`src/rtl/core/slcd_pkg.sv`:
```
`timescale 1ns / 1ps

package slcd_pkg;

  // Reset value of the sync register
  localparam logic [7:0] SyncReset = 8'h16;

  // Frame offset that carries the length byte
  localparam logic [8:0] LengthOffset = 9'd3;

  // Offset of the checksum byte is length plus this
  localparam logic [8:0] ChecksumOffsetAdd = 9'd4;

  // One classified frame byte on its way to the output
  typedef struct packed {
    logic [7:0] frame_byte;
    logic       first_of_frame;
    logic       last_of_frame;
    logic       checksum_ok;
  } item_t;

  // Write side of the queue between front and back
  typedef struct packed {
    logic  push;
    item_t data;
  } push_t;

endpackage

```
`src/rtl/core/sync_length_checksum_deframer.sv`:
```
`timescale 1ns / 1ps

// Sync / length / checksum deframer. Hunts the byte stream for the sync value
// (register, reset 0x16), takes the byte at offset 3 as length L and passes
// out the L+5 frame bytes with first/last marks; the last byte carries the
// verdict of comparing it with the 8-bit sum of offsets 1 to L+3. Bytes
// outside frames are dropped. One byte is accepted per clock cycle while the
// queue has room; a result is written to the queue at the edge that accepts
// its byte and shows on the output once the output register loads it from
// the queue. A stalled
// output fills the queue of QueueDepth entries before rx_ready_o drops. The
// sync register may be written at any time; a new value applies at the next
// hunt.
module sync_length_checksum_deframer #(
  parameter int QueueDepth = 2
) (
  input  logic       clk_i,
  input  logic       rst_ni,
  input  logic       rx_valid_i,
  output logic       rx_ready_o,
  input  logic [7:0] rx_byte_i,
  output logic       out_valid_o,
  input  logic       out_ready_i,
  output logic [7:0] frame_byte_o,
  output logic       first_of_frame_o,
  output logic       last_of_frame_o,
  output logic       checksum_ok_o,
  input  logic       cfg_valid_i,
  output logic       cfg_ready_o,
  input  logic [7:0] sync_value_i
);
  import slcd_pkg::*;

  push_t push;
  item_t q_data;
  logic  q_full, q_avail, q_pop;

  // Classify bytes and track frame position
  slcd_front u_front (
    .clk_i        (clk_i),
    .rst_ni       (rst_ni),
    .rx_valid_i   (rx_valid_i),
    .rx_ready_o   (rx_ready_o),
    .rx_byte_i    (rx_byte_i),
    .cfg_valid_i  (cfg_valid_i),
    .cfg_ready_o  (cfg_ready_o),
    .sync_value_i (sync_value_i),
    .q_full_i     (q_full),
    .push_o       (push)
  );

  // Decouple front from back
  slcd_queue #(
    .Depth (QueueDepth)
  ) u_queue (
    .clk_i      (clk_i),
    .rst_ni     (rst_ni),
    .push_i     (push),
    .full_o     (q_full),
    .pop_i      (q_pop),
    .avail_o    (q_avail),
    .pop_data_o (q_data)
  );

  // Drive the output channel
  slcd_back u_back (
    .clk_i            (clk_i),
    .rst_ni           (rst_ni),
    .avail_i          (q_avail),
    .data_i           (q_data),
    .pop_o            (q_pop),
    .out_valid_o      (out_valid_o),
    .out_ready_i      (out_ready_i),
    .frame_byte_o     (frame_byte_o),
    .first_of_frame_o (first_of_frame_o),
    .last_of_frame_o  (last_of_frame_o),
    .checksum_ok_o    (checksum_ok_o)
  );

endmodule

```
`src/rtl/core/slcd_front.sv`:
```
`timescale 1ns / 1ps

module slcd_front (
  input  logic           clk_i,
  input  logic           rst_ni,
  input  logic           rx_valid_i,
  output logic           rx_ready_o,
  input  logic [7:0]     rx_byte_i,
  input  logic           cfg_valid_i,
  output logic           cfg_ready_o,
  input  logic [7:0]     sync_value_i,
  input  logic           q_full_i,
  output slcd_pkg::push_t push_o
);
  import slcd_pkg::*;

  logic [7:0] sync_value_q;
  logic       in_frame_q, in_frame_d;
  logic [8:0] pos_q, pos_d;
  logic [7:0] len_q, len_d;
  logic [7:0] sum_q, sum_d;
  logic       accept;
  logic       is_last;
  logic       sync_hit;
  logic [8:0] last_pos;

  // Accept whenever the queue has room; configuration is always taken
  assign rx_ready_o  = ~q_full_i;
  assign cfg_ready_o = 1'b1;
  assign accept      = rx_valid_i & rx_ready_o;

  // Classify the incoming byte
  assign last_pos = {1'b0, len_q} + ChecksumOffsetAdd;
  assign is_last  = in_frame_q && (pos_q > LengthOffset) && (pos_q == last_pos);
  assign sync_hit = (rx_byte_i == sync_value_q);

  always_comb begin
    push_o.push                = accept & (in_frame_q | sync_hit);
    push_o.data.frame_byte     = rx_byte_i;
    push_o.data.first_of_frame = ~in_frame_q;
    push_o.data.last_of_frame  = is_last;
    push_o.data.checksum_ok    = is_last & (rx_byte_i == sum_q);
  end

  // Advance the frame tracker on each accepted byte
  always_comb begin
    in_frame_d = in_frame_q;
    pos_d      = pos_q;
    len_d      = len_q;
    sum_d      = sum_q;
    if (accept) begin
      if (!in_frame_q) begin
        if (sync_hit) begin
          in_frame_d = 1'b1;
          pos_d      = 9'd1;
          sum_d      = 8'd0;
        end
      end else if (is_last) begin
        in_frame_d = 1'b0;
        pos_d      = 9'd0;
        sum_d      = 8'd0;
      end else begin
        if (pos_q == LengthOffset) begin
          len_d = rx_byte_i;
        end
        sum_d = sum_q + rx_byte_i;
        pos_d = pos_q + 9'd1;
      end
    end
  end

  always_ff @(posedge clk_i or negedge rst_ni) begin
    if (!rst_ni) begin
      sync_value_q <= SyncReset;
      in_frame_q   <= 1'b0;
      pos_q        <= 9'd0;
      len_q        <= 8'd0;
      sum_q        <= 8'd0;
    end else begin
      if (cfg_valid_i) begin
        sync_value_q <= sync_value_i;
      end
      in_frame_q <= in_frame_d;
      pos_q      <= pos_d;
      len_q      <= len_d;
      sum_q      <= sum_d;
    end
  end

  // A closing byte never opens a frame, and hunting resumes right after it
  assert property (@(posedge clk_i) disable iff (!rst_ni)
    push_o.push && push_o.data.last_of_frame |-> !push_o.data.first_of_frame)
    else $error("front: byte marked both first and last");

  assert property (@(posedge clk_i) disable iff (!rst_ni)
    push_o.push && push_o.data.last_of_frame |=> !in_frame_q && pos_q == 9'd0)
    else $error("front: tracker not back to hunting after last byte");

endmodule

```
`src/rtl/core/slcd_queue.sv`:
```
`timescale 1ns / 1ps

module slcd_queue #(
  parameter int Depth = 2
) (
  input  logic             clk_i,
  input  logic             rst_ni,
  input  slcd_pkg::push_t  push_i,
  output logic             full_o,
  input  logic             pop_i,
  output logic             avail_o,
  output slcd_pkg::item_t  pop_data_o
);
  import slcd_pkg::*;

  localparam int PtrW = (Depth > 1) ? $clog2(Depth) : 1;
  localparam int CntW = $clog2(Depth + 1);
  localparam logic [PtrW-1:0] LastIdx = PtrW'(Depth - 1);
  localparam logic [CntW-1:0] DepthCnt = CntW'(Depth);

  item_t           mem_q [Depth];
  logic [PtrW-1:0] wr_ptr_q, rd_ptr_q;
  logic [CntW-1:0] count_q;
  logic            do_push, do_pop;

  assign full_o     = (count_q == DepthCnt);
  assign avail_o    = (count_q != '0);
  assign do_push    = push_i.push & ~full_o;
  assign do_pop     = pop_i & avail_o;
  assign pop_data_o = mem_q[rd_ptr_q];

  // Store entries
  always_ff @(posedge clk_i) begin
    if (do_push) begin
      mem_q[wr_ptr_q] <= push_i.data;
    end
  end

  // Advance pointers and fill count
  always_ff @(posedge clk_i or negedge rst_ni) begin
    if (!rst_ni) begin
      wr_ptr_q <= '0;
      rd_ptr_q <= '0;
      count_q  <= '0;
    end else begin
      if (do_push) begin
        wr_ptr_q <= (wr_ptr_q == LastIdx) ? '0 : wr_ptr_q + 1'b1;
      end
      if (do_pop) begin
        rd_ptr_q <= (rd_ptr_q == LastIdx) ? '0 : rd_ptr_q + 1'b1;
      end
      if (do_push && !do_pop) begin
        count_q <= count_q + 1'b1;
      end else if (do_pop && !do_push) begin
        count_q <= count_q - 1'b1;
      end
    end
  end

  assert property (@(posedge clk_i) disable iff (!rst_ni) count_q <= DepthCnt)
    else $error("queue: fill count beyond depth");

  assert property (@(posedge clk_i) disable iff (!rst_ni) !(push_i.push && full_o))
    else $error("queue: push while full, transaction lost");

endmodule

```
`src/rtl/core/slcd_back.sv`:
```
`timescale 1ns / 1ps

module slcd_back (
  input  logic            clk_i,
  input  logic            rst_ni,
  input  logic            avail_i,
  input  slcd_pkg::item_t data_i,
  output logic            pop_o,
  output logic            out_valid_o,
  input  logic            out_ready_i,
  output logic [7:0]      frame_byte_o,
  output logic            first_of_frame_o,
  output logic            last_of_frame_o,
  output logic            checksum_ok_o
);
  import slcd_pkg::*;

  logic  valid_q;
  item_t data_q;

  // Load the output register when it is empty or being drained
  assign pop_o = avail_i & (~valid_q | out_ready_i);

  always_ff @(posedge clk_i or negedge rst_ni) begin
    if (!rst_ni) begin
      valid_q <= 1'b0;
    end else if (pop_o) begin
      valid_q <= 1'b1;
    end else if (out_ready_i) begin
      valid_q <= 1'b0;
    end
  end

  // Hold payload until the transaction completes
  always_ff @(posedge clk_i) begin
    if (pop_o) begin
      data_q <= data_i;
    end
  end

  assign out_valid_o      = valid_q;
  assign frame_byte_o     = data_q.frame_byte;
  assign first_of_frame_o = data_q.first_of_frame;
  assign last_of_frame_o  = data_q.last_of_frame;
  assign checksum_ok_o    = data_q.checksum_ok;

  assert property (@(posedge clk_i) disable iff (!rst_ni)
    out_valid_o && checksum_ok_o |-> last_of_frame_o)
    else $error("back: checksum verdict on a byte that is not last");

endmodule

```
`config.mk`:
```
export PLATFORM = sky130hd
export DESIGN_NAME = sync_length_checksum_deframer
export DESIGN_NICKNAME = d
export VERILOG_FILES = /design/src/rtl/core/slcd_pkg.sv /design/src/rtl/core/sync_length_checksum_deframer.sv /design/src/rtl/core/slcd_front.sv /design/src/rtl/core/slcd_queue.sv /design/src/rtl/core/slcd_back.sv
export SDC_FILE = /design/constraint.sdc
export NUM_CORES = 1
export LEC_CHECK = 0
export ABC_AREA = 1
export BUFFER_PORTS_ARGS = -buffer_cell sky130_fd_sc_hd__buf_2
export CORE_ASPECT_RATIO = 1.75
export CORE_MARGIN = 2
export CORE_UTILIZATION = 40
export DETAILED_ROUTE_END_ITERATION = 8
export SYNTH_ARGS = -nofsm -noshare
export SYNTH_HDL_FRONTEND = slang
export SYNTH_SLANG_ARGS = --single-unit
```
`constraint.sdc`:
```
create_clock -name clk_i -period 6.6 [get_ports clk_i]
set_input_delay 1.32 -clock clk_i [delete_from_list [all_inputs] [get_ports clk_i]]
set_output_delay 1.32 -clock clk_i [all_outputs]
set_load 0.005 [all_outputs]
```
Yosys cells after proc, flatten, opt, wreduce, memory -nomap -nowiden
Memory sizes are Yosys's and may differ from the RTL's. A register that Yosys moved wholly into a read port is not among the register bits. Index checks and enable logic that the tools add are counted.

$add $sub $neg: 7. $lt $le $gt $ge: 1. Eq/ne operators: 5. Muxes and demuxes: 17. Bitwise logic cells: 12. Reduce and logical (&&, ||, !) cells: 12.

Operators with widths (number): 2-to-1 mux 9 bit (3); 2-to-1 mux 8 bit (3); equality test 8 bit (2); adder 8 x 3 -> 9 bit (second input constant) (1); adder 9 x 1 -> 9 bit (second input constant) (1); equality test 9 x 2 -> 1 bit (second input constant) (1); equality test 9 bit (1); greater-than comparator 9 x 2 -> 1 bit (second input constant) (1); 2-to-1 mux 1 bit (9); adder 8 bit (1); nonzero test 2 bit (4); bitwise AND 1 bit (6); logical AND 1 bit (4); 2-to-1 mux 2 bit (2); inverter 1 bit (4); AND reduction 4 bit (1); adder 1 bit (second input constant) (2); adder 2 x 1 -> 2 bit (second input constant) (1); equality test 2 bit (second input constant) (1); zero test 1 bit (2); OR 1 bit (2); AND reduction 2 bit (1); subtractor 2 x 1 -> 2 bit (second input constant) (1).

Flip-flop bits (word level): 39. Bits in writable memories: 22. Logic and storage cells: 64. Memories kept: 1.

Memories: u_queue.mem_q (depth 2, width 11, read ports 1, clocked after memory_dff 1, write ports 1, line slcd_queue.sv:21) `item_t mem_q [Depth];`.

Depth between registers and ports, before layout
Depth in word-level cells: 9. Depth in mapped cells: 13.

By module
A second synthesis with hierarchy kept.

Cell total of the unflattened synthesis: 412. Area total of the unflattened synthesis: 3681.0 sq um.

Modules (own cells, without submodules): slcd_front (instances 1, cells each 306, area each 2262.2 sq um); slcd_queue (instances 1, cells each 89, area each 1039.7 sq um); slcd_back (instances 1, cells each 17, area each 379.1 sq um).

Least setup slack after synthesis
No wires, ideal clock.

Kind: input-to-reg. From: input out_ready_i. To: register u_queue.count_q[1]. Library setup time: 0.131 ns. Arrival time: 2.846 ns. Required time: 6.469 ns. Setup slack: 3.623 ns. Stages on the path: 7. Buffers on the path: 0. Cells stage by stage: nor2_1 -> a21oi_1 -> inv_1 -> ha_1 -> a21oi_1 -> o21ai_0 -> xor2_1.

Cells in the longest elaborated chain, start to end: 6. Elaborated cells on any way between the ends: 8. Those cells by class: 1 x mux; 3 x bitwise; 4 x reduce/logical.

Ends and longest elaborated chain: from (decl) (line sync_length_checksum_deframer.sv:23) `input logic out_ready_i,`; OR 1 bit (*) (line slcd_back.sv:22) `assign pop_o = avail_i & (~valid_q | out_ready_i);`; bitwise AND 1 bit (*) (line slcd_back.sv:22); via q_pop (line sync_length_checksum_deframer.sv:36) `logic q_full, q_avail, q_pop;`; bitwise AND 1 bit (*) (line slcd_queue.sv:29) `assign do_pop = pop_i & avail_o;`; zero test 1 bit (line slcd_queue.sv:52) `if (do_push && !do_pop) begin`; logical AND 1 bit (line slcd_queue.sv:52); 2-to-1 mux 2 bit / nonzero test 2 bit (equally long branches); to (signal assigned) (line slcd_queue.sv:53) `count_q <= count_q + 1'b1;`; to (signal assigned) (line slcd_queue.sv:55) `count_q <= count_q - 1'b1;`; to (decl) (line slcd_queue.sv:23) `logic [CntW-1:0] count_q;`.

The timed path passes the listed nets; every way through them passes the cells marked *. A chain may end at the register's enable or synchronous reset.

Final worst setup path
From: input rx_byte_i[1]. To: memory u_queue.mem_q[1][6] (netlist name), enable pin.

Cells in the longest elaborated chain, start to end: 6.

Ends and longest elaborated chain: from (decl) (line sync_length_checksum_deframer.sv:21) `input logic [7:0] rx_byte_i,`; equality test 8 bit (line slcd_front.sv:35) `assign sync_hit = (rx_byte_i == sync_value_q);`; OR 1 bit (line slcd_front.sv:38) `push_o.push = accept & (in_frame_q | sync_hit);`; bitwise AND 1 bit (line slcd_front.sv:38); bitwise AND 1 bit (line slcd_queue.sv:28) `assign do_push = push_i.push & ~full_o;`; 2-to-1 mux 1 bit (line slcd_queue.sv:34) `if (do_push) begin`; 2-to-1 mux 1 bit (implied by the code) (line slcd_queue.sv:35) `mem_q[wr_ptr_q] <= push_i.data;`; to (decl) (line slcd_queue.sv:21).

No other way between the ends.

==> qor.yml <==
hold_viol: 0
firstDrtPassIters: 4
synthFlopType: "dfrtp_1"
cts_resized: 0
grt_use_total_pct: 16.77
yosysWarnings: 0
port_buffers: 33
crit_buf_inv: 1
hold_buffers: 0
cp_cell_sequence: "buf_2 -> xnor2_1 -> nand2_1 -> nor2_1 -> nand2_1 -> nand2_1 -> nand2_1 -> nor2_1"
cts_tree: "built"
clock_sinks: 72
antenna_cells: 0
path_common_cell: "nand2_1"
min_period_over_period_pct: 50.06
design_area_um2: 4250
rows: 46
routedWlPerCell_um: 13.94
period_needed_ns: 3.304
synth_edf_count: 33
core_um2: 9036
root_buffer: "clkbuf_16"
synthArstFlopShare_pct: 54.17
htree_levels: 3
hold_class: "reg2reg"
end_kind: "flop"
routed_wl_um: 7918
power.density_nw_per_um2: 422.9
area_delta_synth_final_pct: 15.07
fin_worst_skew_ns: 0.009424
grt_overflow_total: 0
worstSetupPathType: "in2reg"
drc: 0
die_w_um: 76.64
vias_per_cell: 4.754
dp_slack_ns: 2.915
place_area_um2: 3961
routabilityCongestion: 0.8272
hpwl_um: 6027
fp.dieH_um: 131.1
netlist_instances: 407
synthesis.nets: 439
clk_pin_slew_ns: 0.06
ant_nets: 0
finalWorstSetupSlack_ns: 3.296
cp.required_ns: 6.55
synth_top_area_share_pct: 26.83
p_total_mw: 1.797
ir_drop_v: 0.0001851
fmax_ghz: 0.3027
final_core_util_pct: 47.04
setup_viol: 0
maxSlewViolCount: 0
grt_antenna_before_repair: 0
synth_area_leaders: "edfxtp_1, dfrtp_1, nand2_1"
drt_iter0_drc: 153
seq_area_frac_synth_pct: 53.35
grt_pass1_vias: 2632
tightest_slew_ns: 1.166
route.vias.total: 2700
grt_pass1_wl_um: 12880
die-area_um2: 10050
critPathMaxFanout: 16
nFillCells: 895
syn_area_per_cell_um2: 9.075
post_cts_buffers: 0
synth_area_leader_cell: "edfxtp_1"
grt_start_max_net_pins: 40
leakagePower_nw: 1.963
run_status: "complete, no violations"
ys_types: 38
slowest_delay_ns: 0.85
cpLargestDelayFamily: "simple AND/OR/NAND/NOR gates"
cp-start-kind: "input port"
tns_ns: 0
cts_inserted_buffers: 9
rsz0062_at_grt: "no"
clock_latency_ns: 0.33
ys_seq_elements: 72
arrival_ns: 3.26
start_util_pct: 40.88
maxCapViolations: 0
fin_nets: 475
io_pins: 35
drive_gt1_share_pct: 17.86
syn_area_um2: 3694
slew_headroom_pct: 22.24
cts.path.max_buffers: 2
crit_path_top_delay_cell: "nor2_1"
-- area by class of cell --
class / count / area (um2) / area share, %
tap: 120 / 150.1 / 3.533
sequential: 72 / 1971 / 46.36
clock buffer: 10 / 239.0 / 5.623
timing repair buffer: 33 / 165.2 / 3.886
clock inverter: 6 / 50.05 / 1.178
multi-input combinational: 288 / 1528 / 35.94
inverter: 39 / 147.6 / 3.474
-- state kept, by name (all words and copies together) (netlist names) --
| signal | cells |
|---|---|
| u_front.len_q | 8 |
| u_back.frame_byte_o | 8 |
| u_front.in_frame_q | 1 |
| u_front.sum_q | 8 |
| u_queue.wr_ptr_q | 1 |
| u_back.first_of_frame_o | 1 |
| u_front.sync_value_q | 8 |
| u_back.checksum_ok_o | 1 |
| u_back.out_valid_o | 1 |
| u_queue.count_q | 2 |
| u_queue.rd_ptr_q | 1 |
| u_front.pos_q | 9 |
| u_back.last_of_frame_o | 1 |
| u_queue.mem_q | 22 |
-- per-stage QoR --
step	std cells	hold WS [ns]
floorplan	407	0.4458
global placement	552	0.4624
detailed placement	552	0.4731
CTS	568	0.4834
global route	568	0.5042
finish	568	0.4803
-- cells in the mapped netlist (3+ instances only) --
cell type  count
a21oi_1        9
clkbuf_1       3
dfrtp_1       36
dfstp_2        3
edfxtp_1      33
ha_1          10
inv_1         34
inv_2          3
mux2_2         8
nand2_1      133
nand2_2        4
nand3_1       17
nand3_2        4
nand4_1       12
nor2_1        40
nor2_4         4
o21ai_0       10
o21ai_1        3
xnor2_1       13
xor2_1         5
-- kinds of logic (layout without fill, tap and decap cells) --
kind of cell / after synthesis / count (layout) / synth area share, %
adder cells (fa/ha/maj): 11 / 11 / 3.930
XOR/XNOR: 18 / 18 / 4.268
buffers and inverters: 47 / 88 / 5.284
multiplexers: 8 / 8 / 2.439
other: 1 / 1 / 0.1015
AO/OA/AOI/OAI: 29 / 29 / 4.438
AND/OR/NAND/NOR: 221 / 221 / 26.19
flip-flops: 72 / 72 / 53.35
-- cells in the final DEF (no fill, tap or decap), drive strengths merged, types with 3 or more instances in the layout --
cell type  netlist  routed
dfrtp           36      36
ha              10      10
clkinv           2       4
xnor2           13      13
inv             37      39
mux2             8       8
a21oi           10      10
nand4           13      13
nand2          137     137
dfstp            3       3
edfxtp          33      33
buf              5      33
nor2            45      45
nand3           21      21
xor2             5       5
o21ai           14      14
clkbuf           3      10
-- where the power goes --
| group | switching [mW] | total [mW] | internal [mW] |
|---|---|---|---|
| logic | 0.386 | 0.619 | 0.233 |
| registers | 0.103 | 0.722 | 0.619 |
| clock network | 0.188 | 0.457 | 0.268 |
| total | 0.678 | 1.80 | 1.12 |
-- worst register-to-register path: stages (launching register included) --
cell and delay, ns:
dfrtp_1 0.36, inv_1 0.08, nand2_1 0.08, nand2_1 0.11, inv_1 0.36, nand2_1 0.43
nor2_1 0.86
-- worst paths after layout --
check | start | end | slack (ns) | cells past startpoint
setup / recovery | rx_byte_i[1] | u_queue.mem_q[1][6] | 3.30 | 8
hold / removal | u_queue.count_q[0] | u_queue.count_q[0] | 0.48 | 1
setup reg to reg | u_queue.count_q[0] | u_queue.mem_q[1][6] | 3.93 | 6
hold reg to reg | u_queue.count_q[0] | u_queue.count_q[0] | 0.48 | 1
max in group asynchronous | rst_ni | u_front.sum_q[3] | 4.91 | 1
min in group asynchronous | rst_ni | u_front.pos_q[7] | 1.13 | 1
-- metal layers --
metal | vias up | part of all wire, % | global-route usage [%]
met5 | - | 0 | 0
met3 | 2 | 2.4 | 3.365
li1 | 1394 | - | -
met1 | 1267 | 41 | 18.81
met2 | 37 | 56 | 30.38
met4 | 0 | 0.75 | 7.172
Note: power is estimated with default switching activity, not from simulation.
